<file path="config.mk">
export PLATFORM = sky130hd
export DESIGN_NAME = pad_double_tap_action_scheduler
export DESIGN_NICKNAME = d
export VERILOG_FILES = /design/src/hdl/pdtas_pkg.sv /design/src/hdl/pdtas_front.sv /design/src/hdl/pdtas_queue.sv /design/src/hdl/pdtas_back.sv /design/src/hdl/pad_double_tap_action_scheduler.sv
export SDC_FILE = /design/constraint.sdc
export NUM_CORES = 1
export LEC_CHECK = 0
export ABC_AREA = 0
export BUFFER_PORTS_ARGS = -buffer_cell sky130_fd_sc_hd__buf_4
export CAP_MARGIN = 20
export CORE_ASPECT_RATIO = 1.1
export CORE_MARGIN = 2
export CORE_UTILIZATION = 61
export DETAILED_ROUTE_END_ITERATION = 16
export PLACE_DENSITY = 0.78
export SYNTH_ARGS = -nofsm -noshare
export SYNTH_HDL_FRONTEND = slang
export SYNTH_SLANG_ARGS = --single-unit
</file>
<file path="constraint.sdc">
create_clock -name clk -period 9.43 [get_ports clk]
set_input_delay 0.4715 -clock clk [delete_from_list [all_inputs] [get_ports clk]]
set_output_delay 0.4715 -clock clk [all_outputs]
set_load 0.02 [all_outputs]
</file>
<file path="src/hdl/pdtas_pkg.sv">
// Package for the pad double-tap action scheduler.
// Holds the item struct, the operation, action and command codes, and a helper.
// No dependencies.
`timescale 1ns / 1ps

package pdtas_pkg;

  // Operation that the front end assigns to an accepted item
  localparam logic [1:0] OP_PRESS = 2'd0;  // press on a live engine and a slot in range
  localparam logic [1:0] OP_DROP  = 2'd1;  // press that is not handled
  localparam logic [1:0] OP_TICK  = 2'd2;  // timer tick, walks all slots

  // Pending tap actions
  localparam logic [1:0] ACT_NONE      = 2'd0;
  localparam logic [1:0] ACT_FRESH     = 2'd1;
  localparam logic [1:0] ACT_STOP_PLAY = 2'd2;
  localparam logic [1:0] ACT_STOP_REC  = 2'd3;

  // Recorder commands
  localparam logic [2:0] CMD_NONE      = 3'd0;
  localparam logic [2:0] CMD_OVERDUB   = 3'd1;
  localparam logic [2:0] CMD_START_REC = 3'd2;
  localparam logic [2:0] CMD_STOP_REC  = 3'd3;
  localparam logic [2:0] CMD_STOP_PLAY = 3'd4;

  localparam logic [15:0] WINDOW_RST = 16'd300;

  typedef struct packed {
    logic [1:0]  op;
    logic [1:0]  slot;
    logic [31:0] now;
    logic        engine;
    logic        recording;
    logic        overdubbing;
    logic        has_events;
    logic        playing;
  } item_t;

  function automatic logic [2:0] deferred_cmd(input logic [1:0] act);
    logic [2:0] c;
    unique case (act)
      ACT_FRESH:     c = CMD_START_REC;
      ACT_STOP_PLAY: c = CMD_STOP_PLAY;
      ACT_STOP_REC:  c = CMD_STOP_REC;
      default:       c = CMD_NONE;
    endcase
    return c;
  endfunction

endpackage

</file>
<file path="src/hdl/pdtas_front.sv">
// Front end: takes input transfers and classifies them into queue items.
// Depends on pdtas_pkg.
`timescale 1ns / 1ps

module pdtas_front import pdtas_pkg::*; #(
  parameter int PAD_SLOTS = 4
) (
  input  logic        in_valid,
  output logic        in_ready,
  input  logic        in_req_type,
  input  logic [1:0]  in_pad_slot,
  input  logic [31:0] in_now_ms,
  input  logic        in_engine_present,
  input  logic        in_slot_recording,
  input  logic        in_slot_overdubbing,
  input  logic        in_slot_has_events,
  input  logic        in_slot_playing,
  input  logic        q_full,
  output logic        q_push,
  output item_t       q_item
);

  logic slot_in_range;

  assign slot_in_range = ({30'd0, in_pad_slot} < 32'(PAD_SLOTS));
  assign in_ready      = !q_full;
  assign q_push        = in_valid && !q_full;

  always_comb begin
    q_item.slot        = in_pad_slot;
    q_item.now         = in_now_ms;
    q_item.engine      = in_engine_present;
    q_item.recording   = in_slot_recording;
    q_item.overdubbing = in_slot_overdubbing;
    q_item.has_events  = in_slot_has_events;
    q_item.playing     = in_slot_playing;
    priority if (in_req_type) begin
      q_item.op = OP_TICK;
    end else if (in_engine_present && slot_in_range) begin
      q_item.op = OP_PRESS;
    end else begin
      q_item.op = OP_DROP;
    end
  end

endmodule

</file>
<file path="src/hdl/pdtas_queue.sv">
// Two-entry queue between front and back end.
// Depends on pdtas_pkg for the item type.
`timescale 1ns / 1ps

module pdtas_queue import pdtas_pkg::*; (
  input  logic  clk,
  input  logic  rst_n,
  input  logic  push,
  input  item_t push_item,
  input  logic  pop,
  output logic  full,
  output logic  head_valid,
  output item_t head_item
);

  item_t       mem_r [2];
  logic        wr_ptr_r, wr_ptr_nxt;
  logic        rd_ptr_r, rd_ptr_nxt;
  logic [1:0]  count_r, count_nxt;

  assign full       = (count_r == 2'd2);
  assign head_valid = (count_r != 2'd0);
  assign head_item  = mem_r[rd_ptr_r];

  always_comb begin
    wr_ptr_nxt = push ? !wr_ptr_r : wr_ptr_r;
    rd_ptr_nxt = pop  ? !rd_ptr_r : rd_ptr_r;
    count_nxt  = count_r + 2'(push) - 2'(pop);
  end

  always_ff @(posedge clk) begin
    if (!rst_n) begin
      wr_ptr_r <= 1'b0;
      rd_ptr_r <= 1'b0;
      count_r  <= 2'd0;
    end else begin
      wr_ptr_r <= wr_ptr_nxt;
      rd_ptr_r <= rd_ptr_nxt;
      count_r  <= count_nxt;
    end
  end

  always_ff @(posedge clk) begin
    if (push) begin
      mem_r[wr_ptr_r] <= push_item;
    end
  end

endmodule

</file>
<file path="src/hdl/pdtas_back.sv">
// Back end: holds the pending action table and the window register,
// executes presses and walks slots on ticks. Depends on pdtas_pkg.
`timescale 1ns / 1ps

module pdtas_back import pdtas_pkg::*; #(
  parameter int PAD_SLOTS = 4
) (
  input  logic        clk,
  input  logic        rst_n,
  input  logic        cfg_valid,
  output logic        cfg_ready,
  input  logic [15:0] cfg_data,
  input  logic        q_valid,
  input  item_t       q_item,
  output logic        q_pop,
  output logic        out_valid,
  input  logic        out_ready,
  output logic [1:0]  out_target_slot,
  output logic [2:0]  out_command,
  output logic        out_press_handled,
  output logic        out_last_result
);

  localparam int SW   = (PAD_SLOTS > 1) ? $clog2(PAD_SLOTS) : 1;
  localparam int NRES = (PAD_SLOTS < 4) ? PAD_SLOTS : 4;

  logic [1:0]    act_r [PAD_SLOTS];
  logic [31:0]   dl_r  [PAD_SLOTS];
  logic [15:0]   win_r;
  logic [SW-1:0] cnt_r, cnt_nxt;

  logic          out_valid_r, out_valid_nxt;
  logic [1:0]    out_slot_r;
  logic [2:0]    out_cmd_r;
  logic          out_handled_r;
  logic          out_last_r;

  logic          is_tick, emit, done, out_free, step_go;
  logic [SW-1:0] idx;
  logic [1:0]    cur_act;
  logic [31:0]   diff;
  logic          wr_en;
  logic [1:0]    wr_act;
  logic [31:0]   wr_dl;
  logic [1:0]    res_slot;
  logic [2:0]    res_cmd;
  logic          res_handled;
  logic          res_last;

  assign cfg_ready = 1'b1;

  assign is_tick  = (q_item.op == OP_TICK);
  assign emit     = !is_tick || ({{(32-SW){1'b0}}, cnt_r} < 32'(NRES));
  assign done     = !is_tick || (cnt_r == SW'(PAD_SLOTS - 1));
  assign out_free = !out_valid_r || out_ready;
  assign step_go  = q_valid && (out_free || !emit);
  assign q_pop    = step_go && done;

  assign idx     = is_tick ? cnt_r : SW'(q_item.slot);
  assign cur_act = act_r[idx];
  assign diff    = dl_r[idx] - q_item.now;

  always_comb begin
    wr_en       = 1'b0;
    wr_act      = ACT_NONE;
    wr_dl       = q_item.now + {16'd0, win_r};
    res_slot    = q_item.slot;
    res_cmd     = CMD_NONE;
    res_handled = 1'b0;
    res_last    = 1'b1;
    unique case (q_item.op)
      OP_PRESS: begin
        wr_en       = 1'b1;
        res_handled = 1'b1;
        // live entry whose deadline has not passed: second tap
        priority if (cur_act != ACT_NONE && !diff[31]) begin
          res_cmd = CMD_OVERDUB;
        end else if (q_item.recording) begin
          if (q_item.overdubbing) begin
            wr_act = ACT_STOP_REC;
          end else begin
            res_cmd = CMD_STOP_REC;
          end
        end else if (!q_item.has_events) begin
          res_cmd = CMD_START_REC;
        end else begin
          wr_act = q_item.playing ? ACT_STOP_PLAY : ACT_FRESH;
        end
      end
      OP_TICK: begin
        res_slot = 2'(cnt_r);
        res_last = (cnt_r == SW'(NRES - 1));
        priority if (!q_item.engine) begin
          wr_en = 1'b1;
        end else if (cur_act == ACT_NONE || diff == 32'd0 || diff[31]) begin
          wr_en   = 1'b1;
          res_cmd = deferred_cmd(cur_act);
        end else begin
          wr_en = 1'b0;
        end
      end
      default: begin
        wr_en = 1'b0;
      end
    endcase
  end

  always_comb begin
    cnt_nxt = cnt_r;
    if (step_go && is_tick) begin
      cnt_nxt = done ? '0 : cnt_r + SW'(1);
    end
    out_valid_nxt = out_valid_r;
    if (step_go && emit) begin
      out_valid_nxt = 1'b1;
    end else if (out_ready) begin
      out_valid_nxt = 1'b0;
    end
  end

  always_ff @(posedge clk) begin
    if (!rst_n) begin
      cnt_r       <= '0;
      out_valid_r <= 1'b0;
      win_r       <= WINDOW_RST;
      for (int i = 0; i < PAD_SLOTS; i++) begin
        act_r[i] <= ACT_NONE;
      end
    end else begin
      cnt_r       <= cnt_nxt;
      out_valid_r <= out_valid_nxt;
      if (cfg_valid) begin
        win_r <= cfg_data;
      end
      if (step_go && wr_en) begin
        act_r[idx] <= wr_act;
      end
    end
  end

  // deadline is only looked at while its action is live, so no reset
  always_ff @(posedge clk) begin
    if (step_go && wr_en) begin
      dl_r[idx] <= wr_dl;
    end
    if (step_go && emit) begin
      out_slot_r    <= res_slot;
      out_cmd_r     <= res_cmd;
      out_handled_r <= res_handled;
      out_last_r    <= res_last;
    end
  end

  assign out_valid         = out_valid_r;
  assign out_target_slot   = out_slot_r;
  assign out_command       = out_cmd_r;
  assign out_press_handled = out_handled_r;
  assign out_last_result   = out_last_r;

  // a slot walk in progress only happens on a tick at the queue head
  a_walk_on_tick: assert property (@(posedge clk) disable iff (!rst_n)
    cnt_r != '0 |-> q_valid && is_tick)
    else $error("slot walk without a tick at queue head");

  // a handled press always ends its item
  a_press_last: assert property (@(posedge clk) disable iff (!rst_n)
    out_valid_r && out_handled_r |-> out_last_r)
    else $error("handled press result not marked last");

  // ticks never report a press as handled
  a_tick_unhandled: assert property (@(posedge clk) disable iff (!rst_n)
    step_go && emit && is_tick |=> !out_handled_r)
    else $error("tick result marked handled");

  // no command code beyond stop playback
  a_cmd_range: assert property (@(posedge clk) disable iff (!rst_n)
    out_valid_r |-> out_cmd_r <= CMD_STOP_PLAY)
    else $error("command code out of range");

endmodule

</file>
<file path="src/hdl/pad_double_tap_action_scheduler.sv">
// Pad double-tap action scheduler, top level.
// Front end classifies items, a two-entry queue decouples it from the back end.
// An input transfer goes into a queue entry, then its result into the output register.
// A press is one back-end step; a tick walks the slots in turn, set by the single
// read/write port on the pending action table. A step with a result waits while one is untaken.
// Reset (rst_n low, synchronous): queue empty, all actions none, window 300 ms.
`timescale 1ns / 1ps

module pad_double_tap_action_scheduler import pdtas_pkg::*; #(
  parameter int PAD_SLOTS = 4
) (
  input  logic        clk,
  input  logic        rst_n,
  input  logic        cfg_valid,
  output logic        cfg_ready,
  input  logic [15:0] cfg_data,
  input  logic        in_valid,
  output logic        in_ready,
  input  logic        in_req_type,
  input  logic [1:0]  in_pad_slot,
  input  logic [31:0] in_now_ms,
  input  logic        in_engine_present,
  input  logic        in_slot_recording,
  input  logic        in_slot_overdubbing,
  input  logic        in_slot_has_events,
  input  logic        in_slot_playing,
  output logic        out_valid,
  input  logic        out_ready,
  output logic [1:0]  out_target_slot,
  output logic [2:0]  out_command,
  output logic        out_press_handled,
  output logic        out_last_result
);

  logic  q_full, q_push, q_pop, q_valid;
  item_t push_item, head_item;

  pdtas_front #(.PAD_SLOTS(PAD_SLOTS)) u_front (
    .in_valid            (in_valid),
    .in_ready            (in_ready),
    .in_req_type         (in_req_type),
    .in_pad_slot         (in_pad_slot),
    .in_now_ms           (in_now_ms),
    .in_engine_present   (in_engine_present),
    .in_slot_recording   (in_slot_recording),
    .in_slot_overdubbing (in_slot_overdubbing),
    .in_slot_has_events  (in_slot_has_events),
    .in_slot_playing     (in_slot_playing),
    .q_full              (q_full),
    .q_push              (q_push),
    .q_item              (push_item)
  );

  pdtas_queue u_queue (
    .clk        (clk),
    .rst_n      (rst_n),
    .push       (q_push),
    .push_item  (push_item),
    .pop        (q_pop),
    .full       (q_full),
    .head_valid (q_valid),
    .head_item  (head_item)
  );

  pdtas_back #(.PAD_SLOTS(PAD_SLOTS)) u_back (
    .clk               (clk),
    .rst_n             (rst_n),
    .cfg_valid         (cfg_valid),
    .cfg_ready         (cfg_ready),
    .cfg_data          (cfg_data),
    .q_valid           (q_valid),
    .q_item            (head_item),
    .q_pop             (q_pop),
    .out_valid         (out_valid),
    .out_ready         (out_ready),
    .out_target_slot   (out_target_slot),
    .out_command       (out_command),
    .out_press_handled (out_press_handled),
    .out_last_result   (out_last_result)
  );

endmodule
</file>
# Yosys cells after proc, flatten, opt, wreduce, memory -nomap -nowiden
# Memories as Yosys holds them, arrays and structs flattened. A register that Yosys moved wholly into a read port is not among the register bits.
# Cells that the tools add are included.
[totals]
register_bits = 30
ram_bits = 218
in_bits = 61
elab_cells = 83
memories = 3
[mem_list]
columns = ["memory", "depth", "word_bits", "read_ports", "rd_clocked_by_memory_dff", "wr", "line", "rtl"]
rows = [
  ["u_back.dl_r", 4, 32, 1, 0, 1, "pdtas_back.sv:28", "logic [31:0] dl_r [PAD_SLOTS];"],
  ["u_queue.mem_r", 2, 41, 1, 1, 1, "pdtas_queue.sv:16", "item_t mem_r [2];"],
  ["u_back.act_r", 4, 2, 1, 0, 4, "pdtas_back.sv:27", "logic [1:0] act_r [PAD_SLOTS];"],
]
[classes]
addsub = 5
n_eq_ne = 6
mux = 36
reduce_logical = 23
[op_table]
columns = ["op", "n"]
rows = [
  ["32-bit by 16-bit adder with 32-bit output", 1],
  ["32-bit logical NOT", 1],
  ["32-bit subtractor", 1],
  ["2-bit two-way mux", 13],
  ["1-bit two-way mux", 16],
  ["3-bit two-way mux", 4],
  ["2-bit == test, second input constant", 5],
  ["3-bit one-hot mux with 3 select lines", 1],
  ["1-bit logical AND", 6],
  ["1-bit logical NOT", 6],
  ["3-bit one-hot mux with 2 select lines", 1],
  ["2-bit nonzero test", 3],
  ["2-bit logical NOT", 2],
  ["1-bit logical OR", 4],
  ["2-bit by 1-bit adder with 2-bit output", 1],
  ["2-bit by 1-bit adder with 2-bit output, second input constant", 1],
  ["2-bit by 1-bit == test with 1-bit output, second input constant", 1],
  ["1-bit one-hot mux with 2 select lines", 1],
  ["2-bit OR reduction", 1],
  ["2-bit by 1-bit subtractor with 2-bit output", 1],
]

# Depth between registers and ports, before layout
# Gate-level depths: netlist (run 1).
# An unclocked memory read counts as a cell.
[logic_depth]
word_depth = 16
ltp_mapped = 21
depth_no_buf = 18

# Cells and area by module
# Synthesis (run 1) repeated with hierarchy kept, for this count alone.
[hier_totals]
hier_cells = 1040
area_unflattened_um2 = 13450.4
[modules_own_cells]
columns = ["mod", "instances", "cells_per_inst", "area_per_inst_um2", "seq_area_each_um2"]
rows = [
  ["pdtas_back", 1, 848, 9743.1, 4674.5],
  ["pdtas_queue", 1, 149, 3393.3, 2562.5],
  ["pdtas_front", 1, 43, 314.1, 0.0],
]

# Worst setup path before layout (run 1)
# Ideal clock, no wire load.
[synth_timing]
path_type = "reg2reg"
start = "register (tool-made name)"
end = "memory u_back.dl_r[0][0], enable pin"
setup_time_ns = 0.432
arrival_time_ns = 6.633
setup_slack_ns = 2.365
path_stages_with_launch = 18
synth_period_minus_slack_ns = 7.065
path_cell_list = "dfxtp_1 buf_2 buf_4 mux2_2 mux2i_4 buf_1 mux4_2 ha_1 a21o_1 or3_4 o2111a_1 and4bb_1 nor4bb_1 or3_1 a2111oi_2 nand4_1 buf_4 a21oi_1"
[synth_lines]
columns = ["element", "line"]
rows = [
  ["to (decl)", "pdtas_back.sv:28"],
]

==> results of run 1 <==
placed cells by master, fill, tap and decap left out, types with 29 or more instances in the layout:
master    count
edfxtp_1    225
buf_4        76
xnor2_1      29
mux4_2       33
a21oi_1      61
nor2_1       63
mux2i_1      58
ha_1         50
inv_1        40
nand2_1      63
cell type report:
cell class	instances	area (um2)	share of cell area
clock inverter	11	109	0.00769
inverter	40	150	0.0106
multi-input combinational	644	5130	0.362
timing repair buffer	78	618	0.0437
clock buffer	27	591	0.0417
tap	256	320	0.0226
sequential	249	7240	0.511
registers in the layout, indices dropped and copies added (netlist names), named ones only:
signal / flops
u_back.out_last_result: 1
u_back.dl_r: 128
u_back.out_command: 3
u_queue.count_r: 2
u_back.win_r: 16
u_queue.rd_ptr_r: 1
u_back.cnt_r: 2
u_back.out_valid: 1
u_back.out_target_slot: 2
u_queue.mem_r: 82
u_back.out_press_handled: 1
u_queue.wr_ptr_r: 1
u_back.act_r: 8
per-layer routing:
| metal | GRT usage | vias up | part of all wire |
|---|---|---|---|
| li1 | - | 3845 | - |
| met1 | 0.369 | 4078 | 0.43 |
| met2 | 0.413 | 398 | 0.47 |
| met3 | 0.0384 | 38 | 0.079 |
| met4 | 0.0571 | 0 | 0.016 |
| met5 | 0 | - | 0 |
stage by stage:
stage | utilization | instance area, um2 | hold slack [ns] | setup WS [ns]
5_1_grt | 0.693 | 14200 | 0.139 | 1.47
2_1_floorplan | - | 12600 | 0.449 | 2.36
6_report | 0.693 | 14200 | 0.156 | 2.02
4_1_cts | 0.690 | 14100 | 0.140 | 1.72
3_3_place_gp | 0.656 | 13400 | 0.483 | 1.90
3_5_place_dp | 0.656 | 13400 | 0.479 | 1.80
logic make-up after synthesis:
| family | Yosys count | share of synthesized area |
|---|---|---|
| and+or+nand+nor | 244 | 0.0971 |
| buffers and inverters | 74 | 0.0234 |
| AOI/OAI and AO/OA | 204 | 0.108 |
| muxes | 99 | 0.113 |
| adders and majority gates | 52 | 0.0528 |
| xor gates and xnor gates | 44 | 0.0306 |
| DFF | 249 | 0.574 |
| other | 1 | 0.000298 |
where the power goes:
group | total (mW) | switching [mW] | internal, mW
Combinational | 2.58 | 1.59 | 0.991
Sequential | 1.54 | 0.0536 | 1.48
Clock | 0.872 | 0.371 | 0.501
final timing paths:
path                   start                    to  slack, ns  cells past startpoint
max                     flop     u_back.dl_r[1][7]       2.02                     16
min reg2reg  u_back.win_r[5]       u_back.win_r[5]       0.49                      2
max reg2reg             flop     u_back.dl_r[1][7]       2.02                     16
min            in_now_ms[26]  u_queue.mem_r[0][31]       0.16                      1
==> qor.csv, run 1 <==
metric,value,unit
status,"complete, no violations",
"area leader, netlist",edfxtp_1,
Synth Net Count,1080,
fmax,135,MHz
first-pass GRT wire length,43300,um
Sink Count,249,
Syn Std Cell Area,0.0126,mm2
routed len/inst,21.1,um
synthesized instance count,967,
Clock Skews,0.0104,ns
max-cap viol count,0,
synth top area cells,"edfxtp_1 (54%), mux4_2 (5.9%), ha_1 (5.0%)",
ys async rst share,0,
largest net degree at the start of global routing,52,
# setup viols final,0,
#FFs+latches synth,249,
Root Driver,clkbuf_16,
Peak supply drop,0.000228,V
CTS Hold Bufs,0,
io pins,71,
final non-filler cell total,1305,
cell mode on critical path,nand4_1,
share of the synthesized area in the top cell type,0.536,
"Req. time, crit path",9.63,ns
hpwl dp,19100,um
Bufs on Longest Clock Path,3,
WS Path Type,flop to flop,
Routed WL,27500,um
gp weighted congestion,0.910,
Power Dens Cells,352,mW/mm2
Slew @ Worst Pin,1.04,ns
Leak,5.18,nW
cts bufs inserted,22,
layout cell share with drive strength beyond 1,0.163,
height of the die,155,um
Starting Density,0.616,
crit-path cells,buf_4 > mux2_2 > mux2i_4 > buf_4 > mux4_2 > ha_1 > and3_1 > a221o_1 > nand4_1 > a211oi_1 > mux2_2 > nand4_1 > nor4_1 > nand4_1 > a21oi_4 > buf_16,
synth-to-layout area growth,12.4,%
CP Capture Type,flop,
"slowest stage cell, crit path",nand4_1,
Slew headroom,0.309,
total track usage,0.254,
Die Area,0.0218,mm2
Sum Neg Setup Slack,0,ns
CTS tree,yes,
total congestion overflow,0,
num rows,55,
CP Max Fanout,51,
via count of the routed design,8359,
number of global-route vias before repair,7956,
postcts setup bufs,0,
n_diodes,0,
Final min period,7.41,ns
unrepaired setup endpoints after global routing,no,
Max Transition Viols Final,0,
"EDFF count, synth",225,
vias per inst,6.41,
IO Port Bufs,69,
final hold violations,0,
core box area,0.0204,mm2
sequential-to-total area share from yosys stat,0.574,
total power after layout,4.99,mW
"Period Utilization, post-route",0.785,
critical path arrival,7.60,ns
drt first pass iters,8,
Worst-Skew Late Latency,0.50,ns
buffer and inverter count on the worst path,3,
Cells after DPL,1265,
count of cell types in the netlist,76,
ys flop type,edfxtp_1,
syn avg cell area,13.0,um2
Initial DRC Count,883,
type of origin of the critical path,flop,
H-tree depth,1,
"slowest stage delay, CP",0.79,ns
worst hold path type,primary input to flop,
top post-synthesis cells by count,"edfxtp_1 (225), a21oi_1 (65), nor2_1 (64)",
FILL cells,1362,
cell family with most CP delay,multiplexers,
width of the die,141,um
remaining antenna violation count after routing,0,
DRC violation count after routing,0,
initial antenna violation count,0,
Nets,1148,
synth warn,0,
"CTS clk-pin slew, worst paths",0.07,ns
"count leader, synth",edfxtp_1,
Post-CTS Resized,0,
No activity file was read; power rests on OpenSTA's default activity.
==> run 2, diff against run 1 <==
--- a/config.mk
+++ b/config.mk
@@ -5,7 +5,7 @@
 export SDC_FILE = /design/constraint.sdc
 export NUM_CORES = 1
 export LEC_CHECK = 0
-export ABC_AREA = 0
+export ABC_AREA = 1
 export BUFFER_PORTS_ARGS = -buffer_cell sky130_fd_sc_hd__buf_4
 export CAP_MARGIN = 20
 export CORE_ASPECT_RATIO = 1.1
==> constraint.sdc (replaced) <==
create_clock -name clk -period 7.63 [get_ports clk]
set_input_delay 0.3815 -clock clk [delete_from_list [all_inputs] [get_ports clk]]
set_output_delay 0.3815 -clock clk [all_outputs]
set_load 0.02 [all_outputs]
==> run 2 against run 1 <==
Against the previous run: sequential share of layout area rose by 0.52 points; worst hold slack worse by 0.091 ns; design area is 1.0% lower; core utilization grew 0.81 points; clock skew increased by 0.00069 ns; first-iteration DRC count down 25%; sequential cell count unchanged; count of clock-buffer cells in the layout grew 4; global-route usage rose by 1.1 points; die area fell by 0.55%; cell count increased by 25%; maximum frequency grew 17%.
==> qor.csv, run 2 <==
metric,value,unit
status,"complete, no violations",
cell family with most CP delay,simple AND/OR/NAND/NOR gates,
"CTS clk-pin slew, worst paths",0.06,ns
width of the die,141,um
gp weighted congestion,0.928,
ys async rst share,0,
initial antenna violation count,0,
layout cell share with drive strength beyond 1,0.102,
cell mode on critical path,nand2_1,
Top Registers,"u_back.dl_r: 128 flops, u_queue.mem_r: 82 flops, u_back.win_r: 16 flops",
"count leader, synth",nand2_1,
io pins,71,
fmax,158,MHz
Root Driver,clkbuf_16,
buffer and inverter count on the worst path,3,
"EDFF count, synth",225,
top post-synthesis cells by count,"nand2_1 (274), edfxtp_1 (225), inv_1 (162)",
DRC violation count after routing,0,
cts bufs inserted,22,
FILL cells,1494,
synth warn,0,
reg2reg end,u_back.dl_r[0][27],
total track usage,0.265,
Final WS setup,1.29,ns
largest register by flop count,u_back.dl_r,
most frequent cells in the layout,"nand2_1 (274), edfxtp_1 (225), inv_1 (162)",
Die Area,0.0217,mm2
"Period Utilization, post-route",0.831,
Initial DRC Count,666,
Synth Net Count,1401,
#FFs+latches synth,249,
count of cell types in the netlist,46,
Clock Skews,0.0111,ns
Sink Count,249,
synth top area cells,"edfxtp_1 (54%), nand2_1 (8.2%), ha_1 (5.0%)",
total congestion overflow,0,
routed len/inst,17.6,um
hold depth,1,
number of global-route vias before repair,9149,
CP Capture Type,flop,
Syn Std Cell Area,0.0125,mm2
H-tree depth,1,
via count of the routed design,9364,
"slowest stage delay, CP",0.78,ns
CP Max Fanout,36,
remaining antenna violation count after routing,0,
worst hold path type,primary input to flop,
WS Path Type,flop to flop,
max-cap viol count,0,
Worst Hold End,u_queue.mem_r[1][22],
"Req. time, crit path",7.84,ns
Slew @ Worst Pin,0.980,ns
max reg flops,128,
synth-to-layout area growth,11.9,%
core box area,0.0200,mm2
sequential-to-total area share from yosys stat,0.578,
num rows,54,
largest net degree at the start of global routing,43,
# setup viols final,0,
syn avg cell area,9.73,um2
Place WS,1.35,ns
"slowest stage cell, crit path",nor2_2,
"area leader, netlist",edfxtp_1,
Nets,1476,
vias per inst,5.74,
Routed WL,28700,um
postcts setup bufs,0,
Sum Neg Setup Slack,0,ns
final hold violations,0,
share of the synthesized area in the top cell type,0.539,
CTS tree,yes,
critical path arrival,6.55,ns
unrepaired setup endpoints after global routing,no,
n_diodes,0,
Max Transition Viols Final,0,
Worst-Skew Late Latency,0.50,ns
Final min period,6.34,ns
R2R Setup Slk,1.29,ns
hpwl dp,21100,um
first-pass GRT wire length,45400,um
synthesized instance count,1288,
worst hold start,in_now_ms[17],
Slew headroom,0.346,
Starting Density,0.626,
"most common cell after layout, fill and taps aside",nand2_1,
drt first pass iters,5,
ys flop type,edfxtp_1,
height of the die,154,um
worst-case reg-to-reg path depth,29,
Post-CTS Resized,0,
type of origin of the critical path,flop,
IO Port Bufs,69,
Bufs on Longest Clock Path,3,
CTS Hold Bufs,0,
==> run 2: cell types whose count changed after synthesis, sizes merged, moves of 33 or more <==
cell / before / now
nand2: 63 / 280
nand3: 16 / 59
mux4: 33 / 0
inv: 40 / 166
nor2: 64 / 165
o22ai: 4 / 61
mux2i: 60 / 15
o21ai: 33 / 66
==> run 2: layout make-up <==
class / count / area (um2) / share of cell area
timing repair buffer: 77 / 603 / 0.0430
clock inverter: 8 / 41.3 / 0.00295
sequential: 249 / 7240 / 0.516
inverter: 167 / 627 / 0.0447
tap: 252 / 315 / 0.0225
clock buffer: 31 / 626 / 0.0446
multi-input combinational: 846 / 4570 / 0.326
==> run 2: how the worst max path moves through the flow <==
stage / to / slack (ns) / cells after the start
6_report: u_back.dl_r[0][27] / 1.29 / 29
5_1_grt: u_back.dl_r[0][27] / 0.63 / 29
4_1_cts: u_back.dl_r[0][28] / 1.33 / 29
3_5_place_dp: u_back.dl_r[0][28] / 1.35 / 29
3_3_place_gp: u_back.dl_r[0][25] / 1.56 / 29
2_1_floorplan: u_back.dl_r[0][0] / 2.52 / 27
==> run 2: metal layers <==
layer,share of wire,track usage
met1,0.41,0.353
met2,0.49,0.459
met3,0.073,0.0372
met4,0.021,0.0752
met5,0,0
==> run 2: logic make-up (layout without fill, tap and decap cells) <==
family          count (synthesis)  after routing  share of synthesized area
mux                            17             17                     0.0138
xor+xnor                       34             34                     0.0238
flops                         249            249                      0.578
fa+ha+maj                      52             52                     0.0531
buf+inv                       193            283                     0.0598
other cells                     1              1                   0.000299
compound gates                199            199                     0.0912
simple gates                  543            543                      0.180
==> run 2: stage by stage <==
step | utilization | hold WS, ns | area, um2 | cells
floorplan | - | 0.426 | 12500 | 1288
global placement | 0.667 | 0.435 | 13300 | 1590
detailed placement | 0.668 | 0.452 | 13400 | 1591
CTS | 0.701 | 0.0513 | 14000 | 1630
global route | 0.701 | 0.0500 | 14000 | 1630
finish | 0.701 | 0.0647 | 14000 | 1630
Power of run 2 is left out: the tool's default activity adds up to more than one toggle a clock period on the data nets, which glitch-free logic cannot reach.
